==> src/hdl/apool_div.sv <==
// Iterative signed divide of the window sum by the tap count.
`default_nettype none
module apool_div #(
  parameter int unsigned SumW = 23,
  parameter int unsigned CntW = 7
) (
  input  wire logic                   clk_i,
  input  wire logic                   rst_ni,
  input  wire logic                   start_i,
  input  wire logic signed [SumW-1:0] sum_i,
  input  wire logic [CntW-1:0]        cnt_i,
  output logic                        done_o,
  output logic signed [15:0]          quot_o
);
  localparam int unsigned StepW = $clog2(SumW + 1);

  logic [SumW-1:0] rem_q, rem_d, quo_q, quo_d;
  logic [CntW-1:0] dvs_q;
  logic            neg_q, run_q;
  logic [StepW-1:0] step_q;
  logic [SumW:0]   trial;
  logic [SumW-1:0] neg_quo;

  // restoring division, one quotient bit per cycle on magnitudes
  always_comb begin
    trial = {rem_q, quo_q[SumW-1]};
    rem_d = trial[SumW-1:0];
    quo_d = {quo_q[SumW-2:0], 1'b0};
    if (trial >= {{(SumW+1-CntW){1'b0}}, dvs_q}) begin
      rem_d    = SumW'(trial - {{(SumW+1-CntW){1'b0}}, dvs_q});
      quo_d[0] = 1'b1;
    end
  end

  always_ff @(posedge clk_i or negedge rst_ni) begin
    if (!rst_ni) begin
      run_q  <= 1'b0;
      step_q <= '0;
      done_o <= 1'b0;
    end else begin
      done_o <= 1'b0;
      if (start_i) begin
        run_q  <= 1'b1;
        step_q <= StepW'(SumW);
      end else if (run_q) begin
        step_q <= step_q - 1'b1;
        if (step_q == StepW'(1)) begin
          run_q  <= 1'b0;
          done_o <= 1'b1;
        end
      end
    end
  end

  always_ff @(posedge clk_i) begin
    if (start_i) begin
      rem_q <= '0;
      quo_q <= sum_i[SumW-1] ? SumW'(-sum_i) : sum_i;
      dvs_q <= cnt_i;
      neg_q <= sum_i[SumW-1];
    end else if (run_q) begin
      rem_q <= rem_d;
      quo_q <= quo_d;
    end
  end

  assign neg_quo = neg_q ? SumW'(-quo_q) : quo_q;
  assign quot_o  = neg_quo[15:0];
endmodule
`default_nettype wire

==> config.mk <==
export PLATFORM = sky130hd
export DESIGN_NAME = apool_div
export DESIGN_NICKNAME = d
export VERILOG_FILES = /design/src/hdl/apool_div.sv
export SDC_FILE = /design/constraint.sdc
export NUM_CORES = 1
export LEC_CHECK = 0
export BUFFER_PORTS_ARGS = -buffer_cell sky130_fd_sc_hd__buf_4
export CAP_MARGIN = 5
export CORE_AREA = 3 3 89 91
export CTS_CLUSTER_DIAMETER = 80
export DETAILED_ROUTE_END_ITERATION = 8
export DIE_AREA = 0 0 92 94
export GPL_TIMING_DRIVEN = 0
export PLACE_DENSITY_LB_ADDON = 0.2
export SYNTH_ARGS = -nofsm -noshare
export SYNTH_HDL_FRONTEND = slang
export SYNTH_SLANG_ARGS = --single-unit
export TNS_END_PERCENT = 20
==> constraint.sdc <==
create_clock -name clk_i -period 2.3 [get_ports clk_i]
set_input_delay 0.115 -clock clk_i [delete_from_list [all_inputs] [get_ports clk_i]]
set_output_delay 0.115 -clock clk_i [all_outputs]
set_load 0.1 [all_outputs]
Word level (Yosys, flattened, before mapping)
Index checks and enable logic that the tools add are counted.
{ "totals": {"wordCells": 28, "reg_bits": 61, "output_inout_bits": 17, "inputBits": 33} }
{ "op_classes": {"n_reduce_logical": 1, "n_eq_ne": 1, "n_addsub": 4, "mux": 14, "magnitude_cmp": 1} }
{ "ops": {"columns": ["cell", "n"], "rows": [
  ["$mux W23", 4],
  ["$ge A24 B7 Y1", 1],
  ["$neg A23 Y23", 1],
  ["$sub A23 B7 Y23", 1],
  ["$mux W16", 1],
  ["$neg A16 Y16", 1],
  ["$mux W5", 2],
  ["$mux W1", 7],
  ["$eq A5 B1 Y1 const B", 1],
  ["$sub A5 B1 Y5 const B", 1],
  ["$reduce_bool A2 Y1", 1]
]} }

Logic depth before layout (Yosys ltp)
Gate-level depths: netlist (run 1).
{ "depth": {"depth_word": 4, "mapped_depth": 10, "depth_no_buf": 9} }

Worst setup path before layout (run 1)
No wires, ideal clock.
{ "synth_path": {"kind": "reg-to-output", "from": "reg neg_q", "to": "out quot_o[1]", "arrival_ps": 2776, "path_slack_ps": -591, "n_path_buf": 1, "required_time_ps": 2185, "path_stages_with_launch": 3, "cell_sequence": "edfxtp_1 clkbuf_1 o21ai_0"} }
{ "synth_via": {"elab_chain_cells": 1} }
{ "synth_rtl": {"columns": ["item", "line", "rtl"], "rows": [
  ["start: declaration", "19", "logic neg_q, run_q;"],
  ["start signal: assignment", "60", "neg_q <= sum_i[SumW-1];"],
  ["$mux W16", "67", "assign neg_quo = neg_q ? SumW'(-quo_q) : quo_q;"],
  ["end: declaration", "13", "output logic signed [15:0] quot_o"]
]} }
Every way passes these cells.

Worst setup path after layout (run 1)
{ "layout_path": {"from": "reg quo_q[0]", "to": "out quot_o[13]"} }
{ "layout_via": {"elab_chain_cells": 2} }
{ "layout_rtl": {"columns": ["item", "line", "rtl"], "rows": [
  ["start: declaration", "17", "logic [SumW-1:0] rem_q, rem_d, quo_q, quo_d;"],
  ["start signal: assignment", "58", "quo_q <= sum_i[SumW-1] ? SumW'(-sum_i) : sum_i;"],
  ["start signal: assignment", "63", "quo_q <= quo_d;"],
  ["$neg A16 Y16", "67", null],
  ["$mux W16", "67", null]
]} }
Every way passes these cells.

==> summary.json, run 1 <==
{
  "status": {
    "status": "finished, violations left",
    "violations": "setup timing"
  },
  "cts": {
    "worst_skew_pair.late_latency_ns": 0.34,
    "cts_tree": "done",
    "numCtsBuffers": 9,
    "clk_path_buf_depth": 2,
    "htree_levels": 3,
    "clkSinkCount": 61,
    "clk_pin_slew_worst_paths_ns": 0.07,
    "clock_tree_root": "clkbuf_8"
  },
  "routing": {
    "totalWireLength_um": 10400,
    "routed_via_density": 5.74,
    "routed_wire_length_per_instance_um": 17.2,
    "drt_iter0_drc": 244,
    "drt_pre_antenna_iters": 5,
    "num_vias": 3459,
    "drc_violation_count_after_routing": 0,
    "antenna_left": 0
  },
  "worst_setup_path": {
    "max_stage_delay_ns": 0.48,
    "timing.critical_path.cells": "nor3_2 -> nand2_1 -> or3_4 -> or4_4 -> o41ai_4 -> xnor2_2 -> buf_6",
    "crit_arrival_ns": 2.61,
    "end_kind": "output pin",
    "cpMaxStageDelayCell": "or4_4",
    "worstPathRequired_ns": 2.18,
    "crit_path_max_fanout": 3,
    "cp-start-kind": "flip-flop",
    "worst_setup_path_class": "flip-flop to output pin"
  },
  "sta": {
    "slew_viol_final": 0,
    "finalCriticalPeriod_ns": 2.72,
    "worst_slew_margin": 0.570,
    "finalCritPeriodShare": 1.18,
    "transition_time_at_the_pin_with_the_least_slew_margin_ns": 0.645,
    "finalSetupViolCount": 28,
    "setup_tns_ns": -3.43,
    "fmaxAchievable_mhz": 367,
    "report.final.hold_viol_count": 0,
    "layout_setup_ws_ns": -0.422,
    "clock-skew-final_ns": 0.00873,
    "hold_ws_ns": 0.0921,
    "unrepaired_setup_endpoints_after_global_routing": "yes"
  },
  "finish": {
    "insertedDiodeCount": 0,
    "finish.net_count": 544,
    "synthToLayoutAreaGrowth_pct": 38.0,
    "number_of_non_filler_instances_in_the_completed_layout": 603,
    "post-route-cell-area_sq_um": 5260,
    "filler_cell_count": 528,
    "multiInputGateArea_sq_um": 2550,
    "layout-drive-gt1-share": 0.312,
    "final-seq-area_sq_um": 1570
  },
  "logic_synthesis": {
    "synth-edff-count": 31,
    "netlist_area_sq_um": 3810,
    "syn_nets": 455,
    "post_synth_num_cell_types": 52,
    "syn-instance-count": 410,
    "syn_area_per_cell_sq_um": 9.29,
    "postSynthRegisterBits": 61,
    "postSynth.asyncResetShare": 0.115,
    "synth_largest_type_area_fraction": 0.244,
    "synth_top_cell_by_area": "edfxtp_1",
    "synthTopCellsByArea": "edfxtp_1 24%, dfxtp_1 12%, xnor2_1 7.8%",
    "synth-main-ff-cell": "edfxtp_1",
    "ys.warnings.count": 0,
    "yosysSeqAreaShare": 0.411
  },
  "floorplanning": {
    "floorplan.io_pins": 50,
    "die_height_um": 94,
    "rows": 31,
    "die-area_sq_um": 8650,
    "floorplan.initialDensity": 0.528,
    "fp.coreArea_sq_um": 7210,
    "die-width_um": 92
  },
  "placement": {
    "dpl_cell_area_sq_um": 4350,
    "port-buffer-count": 49,
    "gpl.final_weighted_congestion": 0.839,
    "dpl.hpwl_um": 6360,
    "numPlacedInstances": 558
  },
  "grt": {
    "global_route.usage.total": 0.230,
    "grt_pass1_wl_um": 15800,
    "grt_start_max_net_pins": 25,
    "number_of_antenna_violations_at_the_first_check_in_global_routing": 0,
    "grt_pass1_vias": 3249,
    "globalRouteOverflowTotal": 0
  },
  "run": {
    "max-cap-violations": 0
  },
  "power": {
    "static-leakage-power_nw": 1.98,
    "p_total_mw": 6.00,
    "power.ir.vdd_worst_mv": 0.476,
    "cellPowerDensity_nw_per_um2": 1140
  },
  "worst_hold_path": {
    "hold_path_class": "primary input to flip-flop"
  }
}
final cells by class:
class                      count  share of cell area
sequential                    61               0.298
buffer                        20              0.0181
tap                           99              0.0236
multi-input combinational    310               0.485
clock inverter                 5              0.0100
clock buffer                  11              0.0250
inverter                      19              0.0136
timing repair buffer          78               0.127
synthesized netlist by cell type (3+ instances only):
cell / count
o21a_1: 4
edfxtp_1: 31
a211oi_1: 19
dfxtp_1: 23
nor3_1: 18
dfrtp_1: 7
or4_1: 4
xnor2_1: 34
o31a_1: 3
inv_1: 19
o41ai_1: 4
nor2_1: 61
clkbuf_1: 18
ha_1: 11
a21oi_1: 29
o21ai_0: 13
nor4_1: 7
nor4_2: 4
nand2b_1: 9
nand2_1: 19
o31ai_1: 10
o21ai_1: 3
xor2_1: 20
or3_1: 7
flip-flops by register name, indices dropped and copies added, names as in the netlist:
register  flops
step_q        5
rem_q        23
quo_q        23
run_q         1
done_o        1
neg_q         1
dvs_q         7
what timing repair did:
action                     in CTS  in global routing
gates resized for setup        47                 49
hold buffers                    9                  0
cloned                          2                  0
setup endpoints to repair      31                 35
pin swaps                      18                 25
setup buffers                   6                 13
hold endpoints to repair       15                  0
stage by stage:
stage          setup WS, ns  utilization
5_1_grt              -0.487        0.729
3_5_place_dp         -0.423        0.603
3_3_place_gp         -0.371        0.603
6_report             -0.422        0.729
2_1_floorplan        -0.381            -
4_1_cts              -0.416        0.680
cell usage in the layout (no fill, tap or decap), types with 10 or more instances in the layout:
| cell type | count |
|---|---|
| clkbuf_1 | 18 |
| o21ai_0 | 10 |
| edfxtp_1 | 31 |
| buf_4 | 57 |
| a211oi_1 | 13 |
| nor2_1 | 57 |
| nand2_1 | 18 |
| xor2_1 | 20 |
| inv_1 | 17 |
| dfxtp_1 | 23 |
| a21oi_1 | 27 |
| buf_6 | 14 |
| xnor2_1 | 29 |
cell families (layout without fill, tap and decap cells):
family	count (synthesis)	in the layout	synth area share
simple gates	144	144	0.197
compound gates	97	98	0.178
flops	61	61	0.411
xor+xnor	54	54	0.124
buf+inv	40	133	0.0427
fa+ha+maj	12	12	0.0414
mux	2	2	0.00525
where the power goes:
group          switching [mW]  internal (mW)
sequential              0.335           1.40
clock                   0.426          0.495
combinational            1.88           1.45
routing by layer:
layer	track usage	part of all wire	vias up
li1	-	-	1656
met1	0.319	0.44	1661
met2	0.361	0.49	122
met3	0.0473	0.053	20
met4	0.0743	0.019	0
met5	0	0	-
critical path: cells and delay by family (launching register included):
family	cells	cell delay, ns
XOR/XNOR	1	0.16
flip-flops	1	0.43
AND/OR/NAND/NOR	4	1.17
buffers and inverters	1	0.24
AO/OA/AOI/OAI	1	0.27
final timing paths:
kind,start,to,slack [ns],cells after the start
max,quo_q[0]$_DFFE_PP_,quot_o[13],-0.42,7
min,start_i,dvs_q[2]$_DFFE_PP_,0.09,1
max reg2reg,dvs_q[1]$_DFFE_PP_,rem_q[21]$_SDFFE_PP0P_,-0.17,8
min reg2reg,rem_q[22]$_SDFFE_PP0P_,rem_q[22]$_SDFFE_PP0P_,0.49,2
max in group asynchronous,rst_ni,step_q[1]$_DFFE_PN0P_,2.06,2
min in group asynchronous,rst_ni,step_q[3]$_DFFE_PN0P_,0.11,2
Note: power is estimated with default switching activity, not from simulation.
==> run 2, diff against run 1 <==
==> constraint.sdc (replaced) <==
create_clock -name clk_i -period 2.2 [get_ports clk_i]
set_input_delay 0.11 -clock clk_i [delete_from_list [all_inputs] [get_ports clk_i]]
set_output_delay 0.11 -clock clk_i [all_outputs]
set_load 0.1 [all_outputs]
==> run 2 against run 1 <==
Against the previous run: the run still ends with setup timing left; sequential share of layout area increased by 1.1 points; flip-flop and latch count did not move; worst setup slack worse by 0.12 ns; power down 4.9%; global-route usage down 0.70 points; routed wire length down 7.5%; die area unchanged; clock power shrank 12%; cell count shrank 1.3%; largest cell class unchanged.
==> summary.json, run 2 (synthesis gave the netlist of run 1 again) <==
{
  "status": {
    "status": "finished, violations left",
    "violations": "setup timing"
  },
  "cts": {
    "cts_tree": "done",
    "numCtsBuffers": 9,
    "clock_tree_root": "clkbuf_8",
    "clk_pin_slew_worst_paths_ns": 0.07,
    "clkSinkCount": 61,
    "clk_path_buf_depth": 2,
    "worst_skew_pair.late_latency_ns": 0.33,
    "htree_levels": 3
  },
  "floorplanning": {
    "die-width_um": 92,
    "floorplan.io_pins": 50,
    "die-area_sq_um": 8650,
    "die_height_um": 94,
    "fp.coreArea_sq_um": 7210,
    "rows": 31,
    "floorplan.initialDensity": 0.528
  },
  "worst_setup_path": {
    "worstPathRequired_ns": 2.09,
    "timing.critical_path.cells": "nor3_2 -> nand2_1 -> or3_4 -> or4_4 -> o31ai_4 -> xnor2_4 -> buf_12",
    "cpMaxStageDelayCell": "or4_4",
    "max_stage_delay_ns": 0.48,
    "cp-start-kind": "flip-flop",
    "end_kind": "output pin",
    "crit_path_max_fanout": 3,
    "worst_setup_path_class": "flip-flop to output pin",
    "crit_arrival_ns": 2.63
  },
  "finish": {
    "layout_top_registers": "quo_q: 23 flops, rem_q: 23 flops, dvs_q: 7 flops",
    "layout_common_cells": "60 x nor2_1, 50 x buf_4, 31 x edfxtp_1",
    "filler_cell_count": 576,
    "insertedDiodeCount": 0,
    "multiInputGateArea_sq_um": 2430,
    "finish.net_count": 536,
    "layout-drive-gt1-share": 0.282,
    "final-seq-area_sq_um": 1570,
    "most_common_library_cell_in_the_layout_ignoring_fill_and_taps": "nor2_1",
    "synthToLayoutAreaGrowth_pct": 33.0
  },
  "sta": {
    "finalCriticalPeriod_ns": 2.74,
    "report.final.hold_viol_count": 0,
    "layout_setup_ws_ns": -0.538,
    "unrepaired_setup_endpoints_after_global_routing": "yes",
    "worst_slew_margin": 0.587,
    "slew_viol_final": 0,
    "transition_time_at_the_pin_with_the_least_slew_margin_ns": 0.620,
    "fmaxAchievable_mhz": 365,
    "finalSetupViolCount": 26,
    "hold_ws_ns": 0.0949,
    "finalCritPeriodShare": 1.24,
    "clock-skew-final_ns": 0.00637
  },
  "grt": {
    "number_of_antenna_violations_at_the_first_check_in_global_routing": 0,
    "grt_pass1_wl_um": 15300,
    "grt_pass1_vias": 3232,
    "globalRouteOverflowTotal": 0,
    "grt_start_max_net_pins": 25,
    "global_route.usage.total": 0.223
  },
  "routing": {
    "num_vias": 3305,
    "antenna_left": 0,
    "drt_pre_antenna_iters": 5,
    "drc_violation_count_after_routing": 0,
    "routed_wire_length_per_instance_um": 16.1,
    "drt_iter0_drc": 144,
    "routed_via_density": 5.55,
    "totalWireLength_um": 9580
  },
  "run": {
    "max-cap-violations": 0
  },
  "power": {
    "power.ir.vdd_worst_mv": 0.578,
    "static-leakage-power_nw": 1.91,
    "cellPowerDensity_nw_per_um2": 1130
  },
  "placement": {
    "post-place-ws_ns": -0.473,
    "dpl.hpwl_um": 6240,
    "gpl.final_weighted_congestion": 0.849,
    "port-buffer-count": 49
  },
  "worst_hold_path": {
    "hold_path_class": "primary input to flip-flop"
  }
}
## run 2: area by class of cell
| class | count | area share |
|---|---|---|
| plain buffers | 21 | 0.0203 |
| clock buffers | 13 | 0.0274 |
| clock inverters | 3 | 0.00272 |
| inverters | 19 | 0.0146 |
| multi-input cells | 309 | 0.480 |
| flip-flops and latches | 61 | 0.309 |
| well taps | 99 | 0.0245 |
| repair buffers | 70 | 0.121 |
## run 2: what timing repair did
| action | CTS | global route |
|---|---|---|
| pin swaps | 16 | 13 |
| setup endpoints to repair | 34 | 36 |
| hold buffers | 9 | 0 |
| buffers inserted | 6 | 6 |
| endpoints found under the hold margin | 15 | 0 |
| resized for setup | 51 | 29 |
## run 2: per-layer routing
layer | global-route usage | vias to the layer above | part of all wire
met1 | 0.306 | 1588 | 0.46
met3 | 0.0545 | 18 | 0.039
met4 | 0.0866 | 0 | 0.016
met5 | 0 | - | 0
met2 | 0.341 | 68 | 0.48
li1 | - | 1631 | -
## run 2: power by group
part | switching, mW | internal, mW | total (mW)
sequential | 0.331 | 1.47 | 1.80
combinational | 1.76 | 1.33 | 3.09
clock | 0.411 | 0.403 | 0.814
## run 2: metrics by stage
step	total power, mW	instances	TNS (ns)	util	area (sq um)
final	5.71	595	-5.90	0.702	5070
after global routing	6.04	595	-9.55	0.702	5070
after CTS	5.46	589	-5.11	0.679	4900
after detailed placement	4.24	558	-8.42	0.605	4370
after global placement	4.20	558	-7.27	0.605	4370
after floorplan	3.77	410	-5.27	-	3880
## run 2: final timing paths
path	from	to	slack [ns]	depth (start not counted)
max	quo_q[2]$_DFFE_PP_	quot_o[15]	-0.54	7
min in group asynchronous	rst_ni	step_q[3]$_DFFE_PN0P_	0.12	2
min reg2reg	rem_q[22]$_SDFFE_PP0P_	rem_q[22]$_SDFFE_PP0P_	0.49	2
min	start_i	dvs_q[4]$_DFFE_PP_	0.09	1
max reg2reg	dvs_q[1]$_DFFE_PP_	rem_q[9]$_SDFFE_PP0P_	-0.26	9
max in group asynchronous	rst_ni	step_q[1]$_DFFE_PN0P_	1.95	2
## run 2: worst max-delay path: cells and delay by family, from the launching register on
kind / cells / cell delay, ns
AO/OA/AOI/OAI: 1 / 0.30
flip-flops: 1 / 0.41
XOR/XNOR: 1 / 0.17
AND/OR/NAND/NOR: 4 / 1.22
buffers and inverters: 1 / 0.19
==> run 3, diff against run 2 <==
--- a/config.mk
+++ b/config.mk
@@ -7,10 +7,10 @@
 export LEC_CHECK = 0
 export BUFFER_PORTS_ARGS = -buffer_cell sky130_fd_sc_hd__buf_4
 export CAP_MARGIN = 5
-export CORE_AREA = 3 3 89 91
+export CORE_AREA = 3 3 102 104
 export CTS_CLUSTER_DIAMETER = 80
 export DETAILED_ROUTE_END_ITERATION = 8
-export DIE_AREA = 0 0 92 94
+export DIE_AREA = 0 0 105 107
 export GPL_TIMING_DRIVEN = 0
 export PLACE_DENSITY_LB_ADDON = 0.2
 export SYNTH_ARGS = -nofsm -noshare
==> run 3 against run 2 <==
Against the previous run: the run still ends with setup timing left; clock skew increased by 0.0057 ns; sequential power hardly changed; non-clock buffer count shrank 2; cell count grew 5.4%; critical path type unchanged.
==> summary.json, run 3 (synthesis gave the netlist of run 1 again) <==
{
  "cts": {
    "worst_skew_pair.late_latency_ns": 0.33,
    "cts_tree": "done",
    "clkSinkCount": 61,
    "clock_tree_root": "clkbuf_8",
    "htree_levels": 3,
    "clk_pin_slew_worst_paths_ns": 0.07,
    "clk_path_buf_depth": 2,
    "numCtsBuffers": 9
  },
  "routing": {
    "wl_met1_um": 4310,
    "totalWireLength_um": 9160,
    "route.top_layer_used": "met4",
    "drc_violation_count_after_routing": 0,
    "drt_pre_antenna_iters": 4,
    "num_vias": 3238,
    "drt_iter0_drc": 137,
    "antenna_left": 0,
    "routed_wire_length_per_instance_um": 14.6,
    "met2_wirelength_um": 4470,
    "detailroute.wirelength.met3_um": 309,
    "routed_via_density": 5.16
  },
  "floorplanning": {
    "rows": 36,
    "fp.coreArea_sq_um": 9640,
    "die_height_um": 107,
    "floorplan.initialDensity": 0.395,
    "floorplan.io_pins": 50,
    "die-width_um": 105,
    "die-area_sq_um": 11200
  },
  "sta": {
    "finalCritPeriodShare": 1.22,
    "slew_viol_final": 0,
    "layout_setup_ws_ns": -0.495,
    "finalCriticalPeriod_ns": 2.69,
    "finalSetupViolCount": 32,
    "report.final.hold_viol_count": 0,
    "fmaxAchievable_mhz": 371,
    "setup_tns_ns": -4.92,
    "unrepaired_setup_endpoints_after_global_routing": "yes",
    "hold_ws_ns": 0.0960,
    "worst_slew_margin": 0.599,
    "transition_time_at_the_pin_with_the_least_slew_margin_ns": 0.601,
    "clock-skew-final_ns": 0.0120
  },
  "placement": {
    "dpl.hpwl_um": 6430,
    "port-buffer-count": 49,
    "gpl.final_weighted_congestion": 0.788
  },
  "status": {
    "violations": "setup timing",
    "status": "finished, violations left"
  },
  "grt": {
    "global_route.usage.total": 0.169,
    "globalRouteOverflowTotal": 0,
    "grt_pass1_vias": 3171,
    "grt_pass1_wl_um": 15500,
    "number_of_antenna_violations_at_the_first_check_in_global_routing": 0,
    "grt_start_max_net_pins": 25
  },
  "worst_setup_path": {
    "cp-start-kind": "flip-flop",
    "max_stage_delay_ns": 0.48,
    "worstPathRequired_ns": 2.09,
    "r2r_setup_slack_ns": -0.18,
    "worst-path-buf-inv": 1,
    "crit_path_max_fanout": 3,
    "end_kind": "output pin",
    "crit_arrival_ns": 2.58,
    "worst_setup_path_class": "flip-flop to output pin",
    "timing.critical_path.cells": "nor3_2 -> nand2_1 -> or3_4 -> or4_4 -> o41ai_4 -> xnor2_2 -> buf_6",
    "critical_path.top_delay_family": "simple AND/OR/NAND/NOR gates",
    "cpMaxStageDelayCell": "or4_4"
  },
  "finish": {
    "synthToLayoutAreaGrowth_pct": 33.4,
    "most_common_library_cell_in_the_layout_ignoring_fill_and_taps": "nor2_1",
    "layout-drive-gt1-share": 0.273,
    "finish.utilization": 0.527,
    "finish.net_count": 534,
    "filler_cell_count": 888,
    "layout_top_registers": "quo_q: 23 flops, rem_q: 23 flops, dvs_q: 7 flops",
    "layout_common_cells": "60 x nor2_1, 50 x buf_4, 31 x edfxtp_1",
    "insertedDiodeCount": 0
  },
  "power": {
    "cellPowerDensity_nw_per_um2": 1150,
    "power.ir.vdd_worst_mv": 0.504,
    "static-leakage-power_nw": 1.90
  },
  "run": {
    "max-cap-violations": 0
  },
  "worst_hold_path": {
    "hold_path_class": "primary input to flip-flop"
  }
}
## run 3: changes by cell type in the layout (fill, tap and decap cells not counted), moves of 2 or more
cell / previous run / this run
buf_8: 3 / 1
clkbuf_8: 9 / 12
clkinv_2: 2 / 0
inv_1: 17 / 19
nor3_1: 7 / 9
nor3_2: 11 / 8
o31ai_2: 0 / 2
## run 3: metrics by stage
step | instance area, sq um | worst slack, ns | power, mW | instances
after floorplan | 3880 | -0.457 | 3.77 | 410
after global placement | 4410 | -0.461 | 4.24 | 592
after detailed placement | 4410 | -0.484 | 4.27 | 592
after CTS | 5030 | -0.485 | 5.78 | 625
after global routing | 5080 | -0.590 | 6.19 | 627
final | 5080 | -0.495 | 5.83 | 627
## run 3: final timing paths
kind                                              from                     end  cells past startpoint
min in group asynchronous                       rst_ni        done_o$_DFF_PN0_                      2
worst max register to register     quo_q[22]$_DFFE_PP_   rem_q[9]$_SDFFE_PP0P_                     10
worst max-delay path                quo_q[1]$_DFFE_PP_              quot_o[13]                      7
max in group asynchronous                       rst_ni   step_q[3]$_DFFE_PN0P_                      2
worst min register to register  rem_q[22]$_SDFFE_PP0P_  rem_q[22]$_SDFFE_PP0P_                      2
worst min-delay path                           start_i      dvs_q[6]$_DFFE_PP_                      1
## run 3: metal layers
layer	up-vias	GRT usage
met5	-	0
met3	7	0.0253
met4	0	0.0525
li1	1634	-
met2	57	0.280
met1	1540	0.228
## run 3: power breakdown
group          switching, mW  internal [mW]  total (mW)
Combinational           1.74           1.31        3.04
Clock                  0.423          0.573       0.996
Sequential             0.324           1.47        1.79
Total                   2.48           3.35        5.83
## run 3: timing repair
action	4_1_cts	5_1_grt
setup endpoints to repair	33	35
setup buffers	8	2
hold endpoints to repair	15	0
hold buffers	9	0
gates resized for setup	57	10
pin swaps	23	12
cloned	1	0
## run 3: layout make-up
type / count / area, sq um / area share
plain buffers: 20 / 95.1 / 0.0187
clock buffers: 16 / 201 / 0.0396
inverters: 19 / 71.3 / 0.0140
multi-input cells: 309 / 2390 / 0.470
flip-flops and latches: 61 / 1570 / 0.308
well taps: 133 / 166 / 0.0327
repair buffers: 69 / 594 / 0.117
